<file path="src/rtl/itr_pkg.sv">
// itr_pkg: shared types, constants and the control store for the radix text printer
// holds the microprogram, control word and status structs, and the alphabet character test
// no dependencies
package itr_pkg;

  // configuration file shape
  localparam int CFG_WORDS     = 8;
  localparam int CFG_IDX_BITS  = 3;
  localparam int CFG_DATA_BITS = 64;
  localparam int ADDR_BITS     = 6;   // byte address into the alphabet
  localparam int CNT_BITS      = 7;   // scan index / reciprocal step counter
  localparam int RADIX_BITS    = 7;   // radix 2..64
  localparam int DIGIT_BITS    = 6;   // digit 0..63
  localparam int PC_BITS       = 4;

  localparam logic [7:0] CHAR_MINUS = 8'h2D;

  typedef logic [3:0] op_t;
  typedef logic [3:0] cond_t;
  typedef logic [PC_BITS-1:0] pc_t;

  // datapath operations
  localparam op_t OP_NOP   = 4'd0;
  localparam op_t OP_LOAD  = 4'd1;
  localparam op_t OP_MUL1  = 4'd2;
  localparam op_t OP_MUL2  = 4'd3;
  localparam op_t OP_FIX   = 4'd4;
  localparam op_t OP_SIGN  = 4'd5;
  localparam op_t OP_POP   = 4'd6;
  localparam op_t OP_EMIT  = 4'd7;
  localparam op_t OP_VCLR  = 4'd8;
  localparam op_t OP_VSCAN = 4'd9;
  localparam op_t OP_VLEN  = 4'd10;
  localparam op_t OP_VREC  = 4'd11;

  // jump conditions
  localparam cond_t C_NEVER     = 4'd0;
  localparam cond_t C_ALWAYS    = 4'd1;
  localparam cond_t C_DIRTY     = 4'd2;
  localparam cond_t C_NOGO      = 4'd3;
  localparam cond_t C_BAD       = 4'd4;
  localparam cond_t C_MAGNZ     = 4'd5;
  localparam cond_t C_SPNZ      = 4'd6;
  localparam cond_t C_SCAN_MORE = 4'd7;
  localparam cond_t C_REC_MORE  = 4'd8;

  // program addresses
  localparam pc_t A_WAIT0 = 4'd0;
  localparam pc_t A_WAIT1 = 4'd1;
  localparam pc_t A_CHK   = 4'd2;
  localparam pc_t A_MUL1  = 4'd3;
  localparam pc_t A_MUL2  = 4'd4;
  localparam pc_t A_FIX   = 4'd5;
  localparam pc_t A_TEST  = 4'd6;
  localparam pc_t A_SIGN  = 4'd7;
  localparam pc_t A_POP   = 4'd8;
  localparam pc_t A_EMIT  = 4'd9;
  localparam pc_t A_DONE  = 4'd10;
  localparam pc_t A_VCLR  = 4'd11;
  localparam pc_t A_VSCAN = 4'd12;
  localparam pc_t A_VLEN  = 4'd13;
  localparam pc_t A_VREC  = 4'd14;
  localparam pc_t A_VDONE = 4'd15;

  typedef struct packed {
    op_t   op;
    cond_t cond;
    pc_t   target;
  } ctrl_t;

  typedef struct packed {
    logic dirty;
    logic bad;
    logic scan_more;
    logic rec_more;
  } alph_stat_t;

  typedef struct packed {
    logic nogo;
    logic mag_nz;
    logic sp_nz;
  } dp_stat_t;

  // control store: one word per step
  function automatic ctrl_t ucode(input pc_t addr);
    ctrl_t w;
    unique case (addr)
      A_WAIT0: w = '{OP_NOP,   C_DIRTY,     A_VCLR};
      A_WAIT1: w = '{OP_LOAD,  C_NOGO,      A_WAIT0};
      A_CHK:   w = '{OP_NOP,   C_BAD,       A_WAIT0};
      A_MUL1:  w = '{OP_MUL1,  C_NEVER,     A_WAIT0};
      A_MUL2:  w = '{OP_MUL2,  C_NEVER,     A_WAIT0};
      A_FIX:   w = '{OP_FIX,   C_NEVER,     A_WAIT0};
      A_TEST:  w = '{OP_NOP,   C_MAGNZ,     A_MUL1};
      A_SIGN:  w = '{OP_SIGN,  C_NEVER,     A_WAIT0};
      A_POP:   w = '{OP_POP,   C_NEVER,     A_WAIT0};
      A_EMIT:  w = '{OP_EMIT,  C_SPNZ,      A_POP};
      A_DONE:  w = '{OP_NOP,   C_ALWAYS,    A_WAIT0};
      A_VCLR:  w = '{OP_VCLR,  C_NEVER,     A_WAIT0};
      A_VSCAN: w = '{OP_VSCAN, C_SCAN_MORE, A_VSCAN};
      A_VLEN:  w = '{OP_VLEN,  C_NEVER,     A_WAIT0};
      A_VREC:  w = '{OP_VREC,  C_REC_MORE,  A_VREC};
      A_VDONE: w = '{OP_NOP,   C_ALWAYS,    A_WAIT0};
      default: w = '{OP_NOP,   C_ALWAYS,    A_WAIT0};
    endcase
    return w;
  endfunction

  // ascii letter or decimal digit
  function automatic logic is_alnum(input logic [7:0] c);
    return (c > 8'd47 && c < 8'd58) || (c > 8'd64 && c < 8'd91) ||
           (c > 8'd96 && c < 8'd123);
  endfunction

endpackage

</file>
<file path="src/rtl/itr_sequencer.sv">
// itr_sequencer: step counter, control store lookup and conditional jumps
// depends on itr_pkg
module itr_sequencer
  import itr_pkg::*;
(
  input  logic       clk,
  input  logic       rst,
  input  alph_stat_t astat,
  input  dp_stat_t   dstat,
  output pc_t        pc,
  output ctrl_t      ctrl
);

  pc_t  pc_next;
  logic taken;

  // control word for the current step
  always_comb ctrl = ucode(pc);

  // jump condition select
  always_comb begin
    unique case (ctrl.cond)
      C_NEVER:     taken = 1'b0;
      C_ALWAYS:    taken = 1'b1;
      C_DIRTY:     taken = astat.dirty;
      C_NOGO:      taken = dstat.nogo;
      C_BAD:       taken = astat.bad;
      C_MAGNZ:     taken = dstat.mag_nz;
      C_SPNZ:      taken = dstat.sp_nz;
      C_SCAN_MORE: taken = astat.scan_more;
      C_REC_MORE:  taken = astat.rec_more;
      default:     taken = 1'b0;
    endcase
    pc_next = taken ? ctrl.target : PC_BITS'(pc + 1'b1);
  end

  // step counter
  always_ff @(posedge clk) begin
    if (rst) begin
      pc <= A_WAIT0;
    end else begin
      pc <= pc_next;
    end
  end

endmodule

</file>
<file path="src/rtl/itr_alphabet.sv">
// itr_alphabet: alphabet registers, validation scan and radix reciprocal
// depends on itr_pkg; driven by the sequencer's control word
module itr_alphabet
  import itr_pkg::*;
#(
  parameter int ALPHABET_BYTES = 64,
  parameter int NUMBER_BITS    = 32
) (
  input  logic                     clk,
  input  logic                     rst,
  input  logic                     cfg_we,
  input  logic [CFG_IDX_BITS-1:0]  cfg_index,
  input  logic [CFG_DATA_BITS-1:0] cfg_data,
  input  op_t                      op,
  input  logic [ADDR_BITS-1:0]     rd_addr,
  output logic [7:0]               rd_byte,
  output logic [RADIX_BITS-1:0]    radix,
  output logic [NUMBER_BITS-1:0]   recip,
  output alph_stat_t               astat
);

  logic [CFG_DATA_BITS-1:0] alph [CFG_WORDS];
  logic                     dirty;
  logic                     bad;
  logic [127:0]             seen;
  logic [CNT_BITS-1:0]      idx;
  logic [RADIX_BITS-1:0]    rrem;
  logic [ADDR_BITS-1:0]     addr;
  logic                     scan_end;
  logic [RADIX_BITS:0]      rsh;
  logic                     rge;
  logic [RADIX_BITS-1:0]    rrem_next;

  // single byte read port, shared by the scan and digit lookup
  always_comb begin
    addr     = (op == OP_VSCAN) ? idx[ADDR_BITS-1:0] : rd_addr;
    rd_byte  = alph[addr[ADDR_BITS-1:3]][{addr[2:0], 3'b000} +: 8];
    scan_end = (idx == CNT_BITS'(ALPHABET_BYTES)) || (rd_byte == 8'd0);
  end

  // one restoring step of 2^NUMBER_BITS / radix
  always_comb begin
    rsh       = {rrem, (idx == '0)};
    rge       = rsh >= {1'b0, radix};
    rrem_next = rge ? RADIX_BITS'(rsh - {1'b0, radix}) : rsh[RADIX_BITS-1:0];
  end

  always_comb begin
    astat.dirty     = dirty;
    astat.bad       = bad;
    astat.scan_more = !scan_end;
    astat.rec_more  = (idx != CNT_BITS'(NUMBER_BITS));
  end

  // register file and validation flags
  always_ff @(posedge clk) begin
    if (rst) begin
      dirty <= 1'b1;
      bad   <= 1'b1;
      for (int k = 0; k < CFG_WORDS; k++) begin
        alph[k] <= '0;
      end
    end else begin
      if (cfg_we) begin
        alph[cfg_index] <= cfg_data;
      end
      unique case (op)
        OP_VCLR: begin
          bad <= 1'b0;
        end
        OP_VSCAN: begin
          if (!scan_end && (!is_alnum(rd_byte) || seen[rd_byte[6:0]])) begin
            bad <= 1'b1;
          end
        end
        OP_VLEN: begin
          if (idx < CNT_BITS'(2)) begin
            bad <= 1'b1;
          end
        end
        default: ;
      endcase
      // a write during a scan forces another pass
      if (cfg_we) begin
        dirty <= 1'b1;
      end else if (op == OP_VCLR) begin
        dirty <= 1'b0;
      end
    end
  end

  // scan state and reciprocal
  always_ff @(posedge clk) begin
    unique case (op)
      OP_VCLR: begin
        seen <= '0;
        idx  <= '0;
      end
      OP_VSCAN: begin
        if (!scan_end) begin
          seen[rd_byte[6:0]] <= 1'b1;
          idx                <= CNT_BITS'(idx + 1'b1);
        end
      end
      OP_VLEN: begin
        radix <= idx;
        idx   <= '0;
        rrem  <= '0;
      end
      OP_VREC: begin
        rrem  <= rrem_next;
        recip <= {recip[NUMBER_BITS-2:0], rge};
        idx   <= CNT_BITS'(idx + 1'b1);
      end
      default: ;
    endcase
  end

endmodule

</file>
<file path="src/rtl/itr_datapath.sv">
// itr_datapath: magnitude, reciprocal divide with correction, digit stack and output word
// depends on itr_pkg; driven by the sequencer's control word
module itr_datapath
  import itr_pkg::*;
#(
  parameter int NUMBER_BITS = 32
) (
  input  logic                          clk,
  input  logic                          rst,
  input  logic                          start,
  input  logic                          busy,
  input  logic signed [NUMBER_BITS-1:0] number,
  input  op_t                           op,
  input  logic [RADIX_BITS-1:0]         radix,
  input  logic [NUMBER_BITS-1:0]        recip,
  input  logic [7:0]                    rd_byte,
  output logic [ADDR_BITS-1:0]          rd_addr,
  output dp_stat_t                      dstat,
  output logic [7:0]                    character,
  output logic                          last,
  output logic                          strobe
);

  localparam int SP_BITS  = $clog2(NUMBER_BITS + 1);
  localparam int IDX_BITS = $clog2(NUMBER_BITS);
  localparam int PROD_BITS = 2 * NUMBER_BITS;
  localparam int QR_BITS  = NUMBER_BITS + RADIX_BITS;

  logic                        go;
  logic [NUMBER_BITS-1:0]      raw;
  logic [NUMBER_BITS-1:0]      mag_in;
  logic [NUMBER_BITS-1:0]      mag;
  logic                        neg;
  logic [PROD_BITS-1:0]        prod;
  logic [NUMBER_BITS-1:0]      q;
  logic [QR_BITS-1:0]          qr;
  logic [NUMBER_BITS-1:0]      rem;
  logic                        rge;
  logic [DIGIT_BITS-1:0]       digit;
  logic [DIGIT_BITS-1:0]       stack [NUMBER_BITS];
  logic [SP_BITS-1:0]          sp;
  logic [SP_BITS-1:0]          sp_m1;
  logic [DIGIT_BITS-1:0]       dread;

  // accept and magnitude
  always_comb begin
    go     = start && !busy;
    raw    = number;
    mag_in = raw[NUMBER_BITS-1] ? NUMBER_BITS'(~raw + 1'b1) : raw;
  end

  // remainder is below twice the radix: one compare and subtract
  always_comb begin
    rem   = NUMBER_BITS'(mag - qr[NUMBER_BITS-1:0]);
    rge   = rem[7:0] >= {1'b0, radix};
    digit = rge ? DIGIT_BITS'(rem[7:0] - {1'b0, radix}) : rem[DIGIT_BITS-1:0];
    sp_m1 = SP_BITS'(sp - 1'b1);
  end

  always_comb begin
    rd_addr      = dread;
    dstat.nogo   = !go;
    dstat.mag_nz = (mag != '0);
    dstat.sp_nz  = (sp != '0);
  end

  // arithmetic registers and digit stack
  always_ff @(posedge clk) begin
    unique case (op)
      OP_LOAD: begin
        if (go) begin
          mag <= mag_in;
          neg <= raw[NUMBER_BITS-1];
        end
      end
      OP_MUL1: prod <= PROD_BITS'(mag) * PROD_BITS'(recip);
      OP_MUL2: begin
        q  <= prod[PROD_BITS-1:NUMBER_BITS];
        qr <= QR_BITS'(prod[PROD_BITS-1:NUMBER_BITS]) * QR_BITS'(radix);
      end
      OP_FIX: begin
        stack[sp[IDX_BITS-1:0]] <= digit;
        mag <= rge ? NUMBER_BITS'(q + 1'b1) : q;
      end
      OP_POP: dread <= stack[sp_m1[IDX_BITS-1:0]];
      default: ;
    endcase
  end

  // output word
  always_ff @(posedge clk) begin
    unique case (op)
      OP_SIGN: begin
        character <= CHAR_MINUS;
        last      <= 1'b0;
      end
      OP_EMIT: begin
        character <= rd_byte;
        last      <= (sp == '0);
      end
      default: ;
    endcase
  end

  // stack pointer and strobe
  always_ff @(posedge clk) begin
    if (rst) begin
      sp     <= '0;
      strobe <= 1'b0;
    end else begin
      strobe <= ((op == OP_SIGN) && neg) || (op == OP_EMIT);
      unique case (op)
        OP_LOAD: sp <= '0;
        OP_FIX:  sp <= SP_BITS'(sp + 1'b1);
        OP_POP:  sp <= sp_m1;
        default: ;
      endcase
    end
  end

endmodule

</file>
<file path="src/rtl/integer_to_radix_text.sv">
// integer_to_radix_text: signed integer to text in a radix set by a configured digit alphabet
// depends on itr_pkg, itr_sequencer, itr_alphabet, itr_datapath
//
// Usage: write the alphabet into registers 0..7 through cfg_we/cfg_index/cfg_data, eight
// bytes per register, lowest byte first; a zero byte ends it and its length is the radix.
// A write raises busy while the alphabet is checked and the radix reciprocal is built.
// A number is taken when start is high and busy is low. Each output word is one
// character, shown for one cycle with strobe high; last marks the final character.
// A negative number first gives '-'. An invalid alphabet gives no words at all.
// For a valid alphabet each digit is made by a multiply by the reciprocal, a multiply back,
// a correction and a test; each character then takes a stack read and an alphabet lookup
// through the single alphabet read port. There are at most NUMBER_BITS digits. With an
// invalid alphabet an accepted number is dropped at the check step, before any digit work.
// The receiver cannot stall: words are not held. Reset clears the alphabet, so the
// block comes out of reset busy for a short check and then rejects numbers until a
// valid alphabet is written.
module integer_to_radix_text
  import itr_pkg::*;
#(
  parameter int ALPHABET_BYTES = 64,
  parameter int NUMBER_BITS    = 32
) (
  input  logic                          clk,
  input  logic                          rst,
  input  logic                          start,
  output logic                          busy,
  input  logic signed [NUMBER_BITS-1:0] number,
  input  logic                          cfg_we,
  input  logic [CFG_IDX_BITS-1:0]       cfg_index,
  input  logic [CFG_DATA_BITS-1:0]      cfg_data,
  output logic [7:0]                    character,
  output logic                          last,
  output logic                          strobe
);

  pc_t                    pc;
  ctrl_t                  ctrl;
  alph_stat_t             astat;
  dp_stat_t               dstat;
  logic [ADDR_BITS-1:0]   rd_addr;
  logic [7:0]             rd_byte;
  logic [RADIX_BITS-1:0]  radix;
  logic [NUMBER_BITS-1:0] recip;

  // ready only at the accept step with a checked alphabet
  assign busy = rst || (pc != A_WAIT1) || astat.dirty;

  itr_sequencer u_seq (
    .clk   (clk),
    .rst   (rst),
    .astat (astat),
    .dstat (dstat),
    .pc    (pc),
    .ctrl  (ctrl)
  );

  itr_alphabet #(
    .ALPHABET_BYTES (ALPHABET_BYTES),
    .NUMBER_BITS    (NUMBER_BITS)
  ) u_alph (
    .clk       (clk),
    .rst       (rst),
    .cfg_we    (cfg_we),
    .cfg_index (cfg_index),
    .cfg_data  (cfg_data),
    .op        (ctrl.op),
    .rd_addr   (rd_addr),
    .rd_byte   (rd_byte),
    .radix     (radix),
    .recip     (recip),
    .astat     (astat)
  );

  itr_datapath #(
    .NUMBER_BITS (NUMBER_BITS)
  ) u_dp (
    .clk       (clk),
    .rst       (rst),
    .start     (start),
    .busy      (busy),
    .number    (number),
    .op        (ctrl.op),
    .radix     (radix),
    .recip     (recip),
    .rd_byte   (rd_byte),
    .rd_addr   (rd_addr),
    .dstat     (dstat),
    .character (character),
    .last      (last),
    .strobe    (strobe)
  );

endmodule

</file>
<file path="config.mk">
export PLATFORM = sky130hd
export DESIGN_NAME = integer_to_radix_text
export DESIGN_NICKNAME = d
export VERILOG_FILES = /design/src/rtl/itr_pkg.sv /design/src/rtl/itr_sequencer.sv /design/src/rtl/itr_alphabet.sv /design/src/rtl/itr_datapath.sv /design/src/rtl/integer_to_radix_text.sv
export SDC_FILE = /design/constraint.sdc
export NUM_CORES = 2
export LEC_CHECK = 0
export ABC_AREA = 1
export BUFFER_PORTS_ARGS = -buffer_cell sky130_fd_sc_hd__buf_2
export CORE_MARGIN = 4
export CORE_UTILIZATION = 50
export DETAILED_ROUTE_END_ITERATION = 10
export PLACE_DENSITY = 0.68
export RECOVER_POWER = 100
export SYNTH_ARGS = -nofsm -noshare
export SYNTH_HDL_FRONTEND = slang
export SYNTH_SLANG_ARGS = --single-unit
</file>
<file path="constraint.sdc">
create_clock -name clk -period 8.02 [get_ports clk]
set_input_delay 0.401 -clock clk [delete_from_list [all_inputs] [get_ports clk]]
set_output_delay 0.401 -clock clk [all_outputs]
set_load 0.005 [all_outputs]
</file>
==> run_results.csv <==
group,metric,value,unit
worst_setup_path,crit_path_start,"u_alph.recip[19]$_DFFE_PP_",
global_route,grt_max_degree,132,
sta,slew_headroom,-2.19,
outcome,violations,"max-capacitance violations, max-slew violations",
floorplanning,dieWidth,410,µm
yosys,ys.flop_type,"edfxtp_1",
clock_network,clockRootBuffer,"clkbuf_16",
placed_design,dp.final_hpwl,152,mm
hold_path,hp-start,"cfg_data[39]",
floorplanning,io_pins,114,
sta,fmax,0.129,GHz
cells_and_area,drive_gt1_frac,0.0497,
drt,wl_per_cell,19.6,µm
clock_network,cts_setup_buffers,0,
worst_setup_path,crit_chain,"clkbuf_1 > nand2_1 > fa_1 > fa_1 > inv_1 > fa_1 > fa_1 > fa_1 > fa_1 > fa_1 > ha_1 > ha_1 > a21oi_1 > inv_1 > a31oi_1 > o21ai_1 > a31oi_1 > o21ai_0 > a21oi_1 > o21ai_1 > xor2_1",
cells_and_area,layout_commonest_cell,"inv_1",
worst_setup_path,r2r_slack,290,ps
sta,drv_slew,1118,
cells_and_area,nets,10200,
yosys,synth-async-reset-ratio,0,
sta,setup_violations,0,
sta,hold_violations,0,
yosys,synth_cell_types,60,
yosys,ys_ff_latch,998,
drt,ant_nets,0,
yosys,syn_inst,8978,
global_route,grt_overflow,0,
sta,worstMarginPinSlew,4790,ps
hold_path,worst_hold_path_type,"in -> reg",
yosys,synthTopCellsByArea,"edfxtp_1, fa_1, inv_1",
sta,rsz0062_at_grt,"no",
yosys,yosysSeqAreaShare,0.369,
drt,firstDrtPassIters,6,
cells_and_area,final_cell_mix,"inv_1, nand2_1, nor2_1",
worst_setup_path,cp-end-kind,"flop",
placed_design,io_buffers,113,
clock_network,htreeDepth,3,
worst_setup_path,critPathLaunchType,"flop",
floorplanning,core,160000,µm²
clock_network,clk-insertion-delay-late,730,ps
floorplanning,dieArea,168000,µm²
sta,finalSetupTns,0,ps
clock_network,cts_buffer_depth,3,
drt,totalWireLength,218,mm
worst_setup_path,reg2reg_to,"u_dp.prod[58]$_DFFE_PN_",
yosys,yosys.area.top_type,"edfxtp_1",
global_route,antenna_found_initial,20,
drt,drtIter0Drc,6355,
clock_network,cts_buffers,96,
floorplanning,die_h,410,µm
clock_network,cts_tree,"yes",
sta,fin_crit_sh,0.963,
yosys,synth_area_per_cell,8.98,µm²
clock_network,clk_pin_slew,70,ps
hold_path,holdPathStages,3,
global_route,grt_pass1_wl,345,mm
global_route,grt.total_usage,0.261,
drt,drc_errors,0,
worst_setup_path,path_common_cell,"fa_1",
worst_setup_path,max_stage_delay,750,ps
sta,timing.clock.skew,71.0,ps
worst_setup_path,critPathCapture,"u_dp.prod[58]$_DFFE_PN_",
floorplanning,num_rows,147,
yosys,yosys_warnings,0,
yosys,synth_nets,10300,
drt,post_drt_via_cell_ratio,5.45,
worst_setup_path,arrival,8160,ps
worst_setup_path,required,8450,ps
placed_design,gp_congestion,0.982,
run,drv_cap,24,
worst_setup_path,path_max_fanout,17,
worst_setup_path,worst-path-buf-inv,3,
sta,post-route-min-period,7730,ps
worst_setup_path,reg2reg_depth,21,
worst_setup_path,worstSetupPathType,"reg -> reg",
worst_setup_path,cp_slowest_cell,"clkbuf_1",
worst_setup_path,cp_num_cells,21,
drt,vias,60700,
yosys,synth_edf_count,973,
worst_setup_path,r2r_start,"u_alph.recip[19]$_DFFE_PP_",
yosys,synth.cell_area,80600,µm²
floorplanning,initial_utilization,0.503,
clock_network,clock_sinks,998,
cells_and_area,area_growth,7.61,%
yosys,yosysTopAreaCellShare,0.362,
worst_setup_path,crit_family,"adder cells",
outcome,status,"complete, but fails checks",
global_route,grt_pass1_vias,60800,
-- per-stage QoR --
step           hold slack [ps]  utilization  setup WS [ps]  instance area (µm²)  cells
6_report                  73.1        0.541            294                86800  11100
5_1_grt                   87.7        0.541           14.7                86800  11100
4_1_cts                   31.4        0.542            245                87000  11100
3_5_place_dp               405        0.522            231                83700  10900
3_3_place_gp               402        0.522            303                83700  10900
2_1_floorplan              400            -            792                80600   8978
-- layer usage --
layer  routed length, µm  share of wire  vias to the layer above  global-route usage
met2              101000           0.46                     2812               0.419
met1               87600           0.40                    30000               0.361
met3               21100          0.097                      424              0.0446
met4                8340          0.038                       14              0.0926
met5                  94        0.00043                        -                   0
li1                    -              -                    27500                   -
-- registers in the layout (all words and copies together) (netlist names), 8 cells and up --
register / cells
u_dp.stack: 192
u_dp.qr: 8
u_alph.seen: 96
u_dp.q: 32
u_dp.mag: 32
u_alph.recip: 32
u_dp.character: 8
u_alph.alph: 512
u_dp.prod: 32
u_seq.ctrl: 12
-- cell usage after synthesis (3+ instances only) --
cell type / n
inv_1: 1927
nand2_1: 1823
nor2_1: 1078
edfxtp_1: 973
fa_1: 910
clkbuf_1: 360
nand3_1: 336
ha_1: 311
o21ai_0: 302
a21oi_1: 239
buf_2: 69
o211ai_1: 59
xor2_1: 55
o221ai_1: 50
o22ai_1: 48
o21ai_1: 41
nor3_1: 37
o32ai_1: 35
xnor2_1: 33
dfxtp_1: 25
nor4_1: 24
buf_1: 23
a31oi_1: 21
o21bai_1: 21
mux2i_1: 20
nand4_1: 19
buf_6: 17
buf_4: 12
o21a_1: 12
inv_2: 11
nand3b_1: 10
nand2_2: 9
clkinv_1: 6
o31ai_1: 6
nand3_2: 5
nor2_4: 5
a21boi_0: 4
a21o_1: 4
and3_1: 4
nor3b_1: 4
nand2_4: 3
o21ai_2: 3
or2_2: 3
-- logic make-up (layout without fill, tap and decap cells) --
logic type	Yosys count	count (layout)	synth area share
simple gates	3365	3365	0.166
buf+inv	2427	2409	0.116
flops	998	998	0.369
fa+ha+maj	1221	1221	0.274
other cells	0	12	0
xor+xnor	88	88	0.00956
mux	20	20	0.00248
compound gates	859	859	0.0626
-- how the worst min path moves through the flow --
stage	end	slack [ps]
after floorplan	u_dp.q[10]$_DFFE_PN_	400
after global placement	u_dp.q[30]$_DFFE_PN_	400
after detailed placement	u_dp.q[22]$_DFFE_PN_	410
after CTS	u_alph.alph[4][37]$_SDFFCE_PN0P_	30
after global routing	u_alph.alph[4][61]$_SDFFCE_PN0P_	90
final	u_alph.alph[4][39]$_SDFFCE_PN0P_	70
-- worst min-delay path, stage by stage --
cell and delay, ps:
buf_2 80, inv_1 100, nor2_1 110
-- what timing repair did --
action,CTS,global route
gates resized for setup,0,15
endpoints found under the hold margin,1,0
hold buffers,1,0
endpoints found under the setup margin,0,12
-- final cells by class --
| class | instances | area (µm²) |
|---|---|---|
| inverters | 1945 | 7300 |
| flip-flops and latches | 998 | 29700 |
| well taps | 2160 | 2700 |
| repair buffers | 288 | 2020 |
| clock buffers | 112 | 2500 |
| fillers | 14400 | 73600 |
| diodes | 12 | 30.0 |
| multi-input cells | 5553 | 41700 |
| clock inverters | 64 | 826 |
Power is not shown: default switching activity piles up to over one toggle a cycle in this logic, so the estimate is an artifact.
